**src/rtl/kmlr_pkg.sv**
```systemverilog
// shared types and constants of the key matrix layer report block
package kmlr_pkg;

   localparam int SLOTS  = 6;
   localparam int SLOT_W = 3;

   localparam logic [1:0] FUNC_SCAN      = 2'd0;
   localparam logic [1:0] FUNC_KEYMAP    = 2'd1;
   localparam logic [1:0] FUNC_LAYER_SW  = 2'd2;

   typedef struct packed {
      logic [1:0]  func;
      logic [15:0] pressed_mask;
      logic [1:0]  table_layer;
      logic [3:0]  table_key;
      logic [7:0]  table_value;
   } req_type;

   typedef struct packed {
      logic [7:0] key_0;
      logic [7:0] key_1;
      logic [7:0] key_2;
      logic [7:0] key_3;
      logic [7:0] key_4;
      logic [7:0] key_5;
      logic [1:0] active_layer;
   } rsp_type;

endpackage

```
**src/rtl/kmlr_req_if.sv**
```systemverilog
// valid/ready channel carrying request items
interface kmlr_req_if import kmlr_pkg::*; ();
   logic    valid;
   logic    ready;
   req_type data;

   modport source (output valid, output data, input ready);
   modport sink (input valid, input data, output ready);
endinterface

```
**src/rtl/kmlr_rsp_if.sv**
```systemverilog
// valid/ready channel carrying report items
interface kmlr_rsp_if import kmlr_pkg::*; ();
   logic    valid;
   logic    ready;
   rsp_type data;

   modport source (output valid, output data, input ready);
   modport sink (input valid, input data, output ready);
endinterface

```
**src/rtl/key_matrix_layer_report_top.sv**
```systemverilog
// key matrix scanner: keymap and layer-switch memories, six-key report builder
//
// A scan item passes through the states S_LS, S_KM and S_DONE. The pressed mask is walked
// one key position per cycle over the first N = min(ROWS*COLS, 16) positions, first
// through the layer-switch memory to form the active layer and mark the ordinary keys,
// then through the keymap memory at that layer to fill the six report slots, and S_DONE
// moves the report to the output register once any earlier report has left it. The next
// item is taken only after that. A keymap or layer-switch write item is taken in S_IDLE
// and gives no report. After reset a clearing pass zeroes both memories; no item is taken
// until it ends. A finished report waits in an output register while the next item is
// taken.
module key_matrix_layer_report_top
   import kmlr_pkg::*;
#(
   parameter int ROWS   = 4,
   parameter int COLS   = 4,
   parameter int LAYERS = 4
) (
   input logic        clock,
   input logic        reset,
   kmlr_req_if.sink   req_chan,
   kmlr_rsp_if.source rsp_chan
);

   localparam int NKEYS    = ROWS * COLS;
   localparam int KM_DEPTH = LAYERS * NKEYS;
   localparam int LIMIT    = (NKEYS < 16) ? NKEYS : 16;
   localparam int LS_AW    = (NKEYS > 1) ? $clog2(NKEYS) : 1;
   localparam int KM_AW    = (KM_DEPTH > 1) ? $clog2(KM_DEPTH) : 1;
   localparam int CLR_W    = $clog2(KM_DEPTH + 1);
   localparam int CW       = $clog2(LIMIT + 1);

   localparam logic [2:0] S_CLEAR = 3'd0;
   localparam logic [2:0] S_IDLE  = 3'd1;
   localparam logic [2:0] S_LS    = 3'd2;
   localparam logic [2:0] S_KM    = 3'd3;
   localparam logic [2:0] S_DONE  = 3'd4;

   logic [7:0]       km_mem_ff [KM_DEPTH];
   logic [1:0]       ls_mem_ff [NKEYS];
   logic [7:0]       km_q_ff;
   logic [1:0]       ls_q_ff;

   logic [2:0]       state_ff, state_in;
   logic [CLR_W-1:0] clr_ff, clr_in;
   logic [CW-1:0]    cnt_ff, cnt_in;
   logic [LIMIT-1:0] mask_ff, mask_in;
   logic [LIMIT-1:0] ord_ff, ord_in;
   logic [1:0]       layer_ff, layer_in;
   logic             pend_ff, pend_in;
   logic             pressed_ff, pressed_in;
   logic             zero_ff, zero_in;
   logic [SLOT_W-1:0] slot_ff, slot_in;
   logic [7:0]       key_ff [SLOTS];
   logic [7:0]       key_in [SLOTS];
   logic             rsp_valid_ff, rsp_valid_in;
   rsp_type          rsp_data_ff, rsp_data_in;

   logic             km_we, ls_we;
   logic [KM_AW-1:0] km_waddr, km_raddr;
   logic [LS_AW-1:0] ls_waddr, ls_raddr;
   logic [7:0]       km_wdata;
   logic [1:0]       ls_wdata;
   logic             req_take;
   logic             layer_ok;
   logic [7:0]       code;

   assign req_chan.ready = (state_ff == S_IDLE);
   assign req_take       = req_chan.valid && req_chan.ready;
   assign rsp_chan.valid = rsp_valid_ff;
   assign rsp_chan.data  = rsp_data_ff;
   assign layer_ok       = int'(layer_ff) < LAYERS;
   assign code           = zero_ff ? 8'd0 : km_q_ff;

   always_comb begin
      state_in     = state_ff;
      clr_in       = clr_ff;
      cnt_in       = cnt_ff;
      mask_in      = mask_ff;
      ord_in       = ord_ff;
      layer_in     = layer_ff;
      pend_in      = 1'b0;
      pressed_in   = pressed_ff;
      zero_in      = zero_ff;
      slot_in      = slot_ff;
      key_in       = key_ff;
      rsp_valid_in = rsp_valid_ff && !rsp_chan.ready;
      rsp_data_in  = rsp_data_ff;
      km_we        = 1'b0;
      ls_we        = 1'b0;
      km_waddr     = KM_AW'(int'(req_chan.data.table_layer) * NKEYS
                            + int'(req_chan.data.table_key));
      ls_waddr     = LS_AW'(req_chan.data.table_key);
      km_wdata     = req_chan.data.table_value;
      ls_wdata     = req_chan.data.table_value[1:0];
      km_raddr     = KM_AW'(int'(layer_ff) * NKEYS + int'(cnt_ff));
      ls_raddr     = LS_AW'(cnt_ff);

      case (state_ff)
         S_CLEAR: begin
            km_we    = 1'b1;
            km_waddr = KM_AW'(clr_ff);
            km_wdata = 8'd0;
            ls_we    = int'(clr_ff) < NKEYS;
            ls_waddr = LS_AW'(clr_ff);
            ls_wdata = 2'd0;
            clr_in   = clr_ff + 1'b1;
            if (int'(clr_ff) == KM_DEPTH - 1) begin
               state_in = S_IDLE;
            end
         end
         S_IDLE: begin
            if (req_take) begin
               case (req_chan.data.func)
                  FUNC_SCAN: begin
                     state_in = S_LS;
                     cnt_in   = '0;
                     mask_in  = req_chan.data.pressed_mask[LIMIT-1:0];
                     layer_in = 2'd0;
                     slot_in  = '0;
                     for (int i = 0; i < SLOTS; i++) begin
                        key_in[i] = 8'd0;
                     end
                  end
                  FUNC_KEYMAP: begin
                     km_we = (int'(req_chan.data.table_layer) < LAYERS)
                             && (int'(req_chan.data.table_key) < NKEYS);
                  end
                  FUNC_LAYER_SW: begin
                     ls_we = int'(req_chan.data.table_key) < NKEYS;
                  end
                  default: begin
                  end
               endcase
            end
         end
         S_LS: begin
            // returned layer-switch entry of the previous position
            if (pend_ff) begin
               if (pressed_ff) begin
                  layer_in = layer_ff | ls_q_ff;
               end
               ord_in            = ord_ff >> 1;
               ord_in[LIMIT-1]   = pressed_ff && (ls_q_ff == 2'd0);
            end
            if (int'(cnt_ff) < LIMIT) begin
               pend_in    = 1'b1;
               pressed_in = mask_ff[0];
               mask_in    = mask_ff >> 1;
               cnt_in     = cnt_ff + 1'b1;
            end else if (!pend_ff) begin
               state_in = S_KM;
               cnt_in   = '0;
            end
         end
         S_KM: begin
            if (pend_ff && (int'(slot_ff) < SLOTS)) begin
               key_in[slot_ff] = code;
               slot_in         = slot_ff + 1'b1;
            end
            if (int'(cnt_ff) < LIMIT) begin
               pend_in = ord_ff[0];
               zero_in = !layer_ok;
               ord_in  = ord_ff >> 1;
               cnt_in  = cnt_ff + 1'b1;
            end else if (!pend_ff) begin
               state_in = S_DONE;
            end
         end
         S_DONE: begin
            if (!rsp_valid_ff || rsp_chan.ready) begin
               rsp_valid_in             = 1'b1;
               rsp_data_in.key_0        = key_ff[0];
               rsp_data_in.key_1        = key_ff[1];
               rsp_data_in.key_2        = key_ff[2];
               rsp_data_in.key_3        = key_ff[3];
               rsp_data_in.key_4        = key_ff[4];
               rsp_data_in.key_5        = key_ff[5];
               rsp_data_in.active_layer = layer_ff;
               state_in                 = S_IDLE;
            end
         end
         default: begin
            state_in = S_IDLE;
         end
      endcase
   end

   // keymap and layer-switch memories, one write and one registered read each
   always_ff @(posedge clock) begin
      if (km_we) begin
         km_mem_ff[km_waddr] <= km_wdata;
      end
      if (ls_we) begin
         ls_mem_ff[ls_waddr] <= ls_wdata;
      end
      km_q_ff <= km_mem_ff[km_raddr];
      ls_q_ff <= ls_mem_ff[ls_raddr];
   end

   always_ff @(posedge clock) begin
      if (reset) begin
         state_ff     <= S_CLEAR;
         clr_ff       <= '0;
         cnt_ff       <= '0;
         pend_ff      <= 1'b0;
         rsp_valid_ff <= 1'b0;
      end else begin
         state_ff     <= state_in;
         clr_ff       <= clr_in;
         cnt_ff       <= cnt_in;
         pend_ff      <= pend_in;
         rsp_valid_ff <= rsp_valid_in;
      end
   end

   always_ff @(posedge clock) begin
      mask_ff     <= mask_in;
      ord_ff      <= ord_in;
      layer_ff    <= layer_in;
      pressed_ff  <= pressed_in;
      zero_ff     <= zero_in;
      slot_ff     <= slot_in;
      key_ff      <= key_in;
      rsp_data_ff <= rsp_data_in;
   end

endmodule

```
**src/flat_wrapper.sv**
```systemverilog
// flat-port wrapper written by rule: the top's interface ports become plain ports
module key_matrix_layer_report_top_flat import kmlr_pkg::*;
#(
   parameter int ROWS   = 4,
   parameter int COLS   = 4,
   parameter int LAYERS = 4
)
  (clock, reset, req_chan_valid, req_chan_data, req_chan_ready, rsp_chan_valid, rsp_chan_data, rsp_chan_ready);
  kmlr_req_if req_chan_i ();
  kmlr_rsp_if rsp_chan_i ();
  input logic clock;
  input logic reset;
  input wire logic [$bits(req_chan_i.valid)-1:0] req_chan_valid;
  input wire logic [$bits(req_chan_i.data)-1:0] req_chan_data;
  output wire logic [$bits(req_chan_i.ready)-1:0] req_chan_ready;
  output wire logic [$bits(rsp_chan_i.valid)-1:0] rsp_chan_valid;
  output wire logic [$bits(rsp_chan_i.data)-1:0] rsp_chan_data;
  input wire logic [$bits(rsp_chan_i.ready)-1:0] rsp_chan_ready;
  assign req_chan_i.valid = req_chan_valid;
  assign req_chan_i.data = req_chan_data;
  assign req_chan_ready = req_chan_i.ready;
  assign rsp_chan_valid = rsp_chan_i.valid;
  assign rsp_chan_data = rsp_chan_i.data;
  assign rsp_chan_i.ready = rsp_chan_ready;
  key_matrix_layer_report_top #(.ROWS(ROWS), .COLS(COLS), .LAYERS(LAYERS)) u_core (.clock(clock), .reset(reset), .req_chan(req_chan_i), .rsp_chan(rsp_chan_i));
endmodule
```
**config.mk**
```make
export PLATFORM = sky130hd
export DESIGN_NAME = key_matrix_layer_report_top_flat
export DESIGN_NICKNAME = d
export VERILOG_FILES = /design/src/rtl/kmlr_pkg.sv /design/src/rtl/kmlr_req_if.sv /design/src/rtl/kmlr_rsp_if.sv /design/src/rtl/key_matrix_layer_report_top.sv /design/src/flat_wrapper.sv
export SDC_FILE = /design/constraint.sdc
export NUM_CORES = 1
export LEC_CHECK = 0
export BUFFER_PORTS_ARGS = -buffer_cell sky130_fd_sc_hd__buf_2
export CORE_MARGIN = 2
export CORE_UTILIZATION = 29
export DETAILED_ROUTE_END_ITERATION = 10
export GPL_ROUTABILITY_DRIVEN = 0
export PLACE_DENSITY = 0.42
export SKIP_LAST_GASP = 1
export SLEW_MARGIN = 5
export SYNTH_ARGS = -nofsm -noshare
export SYNTH_HDL_FRONTEND = slang
export SYNTH_SLANG_ARGS = --single-unit
```
**constraint.sdc**
```tcl
create_clock -name clock -period 3.85 [get_ports clock]
set_input_delay 0.385 -clock clock [delete_from_list [all_inputs] [get_ports clock]]
set_output_delay 0.385 -clock clock [all_outputs]
set_load 0.03 [all_outputs]
```
==> impl_metrics.env <==
export IMPL_synth_cell_type_count=59
export IMPL_wl_um=68600
export IMPL_r2r_slack_ns=0.61
export IMPL_ys_seq_elements=707
export IMPL_synth_avg_cell_area_um2=19.4
export IMPL_hold_path_class="primary input to flip-flop"
export IMPL_ir_worst_vdd_mv=0.387
export IMPL_antenna_found_initial=4
export IMPL_post_route_period_util=0.841
export IMPL_synth_top_cell_area_share=0.736
export IMPL_power_leakage_uw=0.0104
export IMPL_drt_iter0_drc=1208
export IMPL_ys_async_sr_fraction=0
export IMPL_rr_endpoint="u_core.km_mem_ff[16][5]"
export IMPL_drc=0
export IMPL_cp_max_fo=14
export IMPL_dr_wl_met3_um=3180
export IMPL_r2r_start="u_core.state_ff[2]"
export IMPL_syn_cell_area_mm2=0.0278
export IMPL_core_area_mm2=0.0949
export IMPL_yosysTopAreaCell="edfxtp_1"
export IMPL_clock_sinks=707
export IMPL_dieWidth_um=313
export IMPL_synth_edf_count=680
export IMPL_highest_layer="met5"
export IMPL_io_buffers=87
export IMPL_synth_seq_area_share=0.755
export IMPL_die_area_mm2=0.0982
export IMPL_cts_hold_buf=0
export IMPL_cts_buffers=80
export IMPL_path_class="flip-flop to flip-flop"
export IMPL_setup_viol=0
export IMPL_vias=13736
export IMPL_grt_pass1_vias=14331
export IMPL_tns_ns=0
export IMPL_ff2ff_path_depth=6
export IMPL_layout_drive_gt1_share=0.281
export IMPL_vias_per_cell=4.70
export IMPL_worstSetupStartpointType="flip-flop"
export IMPL_clock_path_buffers=3
export IMPL_wl_met2_um=31800
export IMPL_synth_ff_type="edfxtp_1"
export IMPL_slew_headroom=0.272
export IMPL_wl_per_cell_um=23.5
export IMPL_critPathLaunch="u_core.state_ff[2]"
export IMPL_rsz0062_at_grt="no"
export IMPL_maxCapViolations=0
export IMPL_grt_pass1_wl_um=101000
export IMPL_track_usage=0.140
export IMPL_min_period_ns=3.24
export IMPL_required_ns=4.09
export IMPL_syn_to_final_growth_pct=17.5
export IMPL_final_setup_skew_ns=0.0243
export IMPL_cts_tree="yes"
export IMPL_cts_root_buf="clkbuf_16"
export IMPL_syn_nets=1469
export IMPL_antenna_left=0
export IMPL_ctsResizeCount=0
export IMPL_report_final_slew_viol_count=0
export IMPL_dpl_hpwl_um=44000
export IMPL_design_area_mm2=0.0326
export IMPL_yosys_top_cells_area="edfxtp_1 74%, mux4_2 11%, mux2i_1 3.1%"
export IMPL_postCtsSetupBuffers=0
export IMPL_ios=88
export IMPL_grt_overflow_total=0
export IMPL_power_density_mw_per_mm2=665
export IMPL_grt_max_degree=52
export IMPL_synth_cells=1428
export IMPL_rows=113
export IMPL_hold_viol_final=0
export IMPL_fmax_mhz=309
export IMPL_die_h_um=313
export IMPL_h_tree_depth=3
export IMPL_cts_clk_slew_worst_paths_ns=0.06
export IMPL_worst_pin_slew_ns=1.09
export IMPL_outcome="complete, no violations"
export IMPL_final_nets=1634
export IMPL_clock_latency_ns=0.63
export IMPL_worstSetupEndpoint="u_core.km_mem_ff[16][5]"
export IMPL_yosysWarnings=0
export IMPL_crit_arrival_ns=3.48
export IMPL_wl_met1_um=32000
export IMPL_final_util=0.344
export IMPL_start_util=0.293
export IMPL_firstDrtPassIters=5
export IMPL_end_kind="flip-flop"
export IMPL_nFillCells=8936
export IMPL_placed_area_mm2=0.0300
## power breakdown
part	switching, µW	internal [µW]	leakage (µW)
logic	2830	1620	0.00261
clock network	3130	4260	0.00123
registers	268	9550	0.00653
## worst min-delay path by stage
stage | cells past startpoint | endpoint | start
2_1_floorplan | 0 | u_core.ord_ff[0] | u_core.ord_ff[1]
3_3_place_gp | 0 | u_core.ord_ff[10] | u_core.ord_ff[11]
3_5_place_dp | 0 | u_core.ord_ff[0] | u_core.ord_ff[1]
4_1_cts | 2 | u_core.mask_ff[4] | req_chan_data[18]
5_1_grt | 2 | u_core.mask_ff[0] | req_chan_data[14]
6_report | 2 | u_core.mask_ff[8] | req_chan_data[22]
## flip-flops by register name (all words and copies together) (netlist names)
register               flops
u_core.clr_ff              7
u_core.cnt_ff              5
u_core.key_ff             48
u_core.km_mem_ff         512
u_core.km_q_ff             8
u_core.layer_ff            2
u_core.ls_mem_ff          32
u_core.ls_q_ff             2
u_core.mask_ff            16
u_core.ord_ff             16
u_core.pend_ff             1
u_core.pressed_ff          1
u_core.rsp_chan.data      50
u_core.rsp_chan.valid      1
u_core.slot_ff             3
u_core.state_ff            3
## Yosys cell counts, types with 6 or more instances
cell type  number
mux2i_1        85
mux4_2        138
nor3_1          7
xnor2_1         7
o22ai_1         8
nand2_2         9
nand2_1        41
nor2_1        159
mux2_2         22
nand3_1         7
a21oi_1        19
inv_1           7
dfxtp_1        27
and2_1         10
nor3b_1         7
clkbuf_1       21
o211ai_1       12
nand3b_1       13
or3_1           6
buf_2          21
buf_6           6
buf_1           8
buf_4          13
edfxtp_1      680
o21ai_0        30
a221oi_1        7
## worst max-delay path: stages (launching register included)
cell and delay [ns]:
dfxtp_1 0.38, or3_1 0.65, buf_4 0.29, or3_1 0.32
o31ai_2 0.12, nand2_2 0.36, nor2_1 0.70
## metrics by stage
step	setup slack (ns)	hold slack [ns]	total power [µW]	instances
floorplan	0.577	0.400	12800	1428
CTS	0.573	0.0135	22000	2920
finish	0.614	0.0553	21700	2921
global placement	0.724	0.408	14600	2776
global route	0.404	0.0359	22600	2920
detailed placement	0.600	0.406	14600	2776
## layer usage
metal,vias up,GRT usage
li1,6077,-
met1,7182,0.200
met2,366,0.220
met3,107,0.0239
met4,4,0.0419
met5,-,0
## final cells by class
class	instances	area [µm²]	area share
flip-flops and latches	707	21000	0.643
multi-input cells	645	6420	0.197
clock buffers	93	2050	0.0629
well taps	1265	1580	0.0485
repair buffers	152	1050	0.0322
clock inverters	51	502	0.0154
inverters	7	26.3	0.000806
diodes	1	2.50	0.0000767
## placed cells by master (no fill, tap or decap), drive strengths merged, types with 8 or more instances in the layout
cell type and count:
a21oi 19, and2 10, buf 152, clkbuf 93
clkinv 35, dfxtp 27, edfxtp 680, inv 11
mux2 22, mux2i 87, mux4 138, nand2 52
nand3b 13, nor2 159, nor3 8, o211ai 12
o21ai 31, o22ai 8
## cells by family (layout without fill, tap and decap cells)
family / Yosys count / after routing / synth area share
compound gates: 96 / 96 / 0.0232
simple gates: 287 / 287 / 0.0483
other cells: 0 / 1 / 0
flops: 707 / 707 / 0.755
mux: 247 / 247 / 0.153
buf+inv: 76 / 303 / 0.0146
xor+xnor: 10 / 10 / 0.00316
fa+ha+maj: 5 / 5 / 0.00225
No activity file was read; power rests on OpenSTA's default activity.
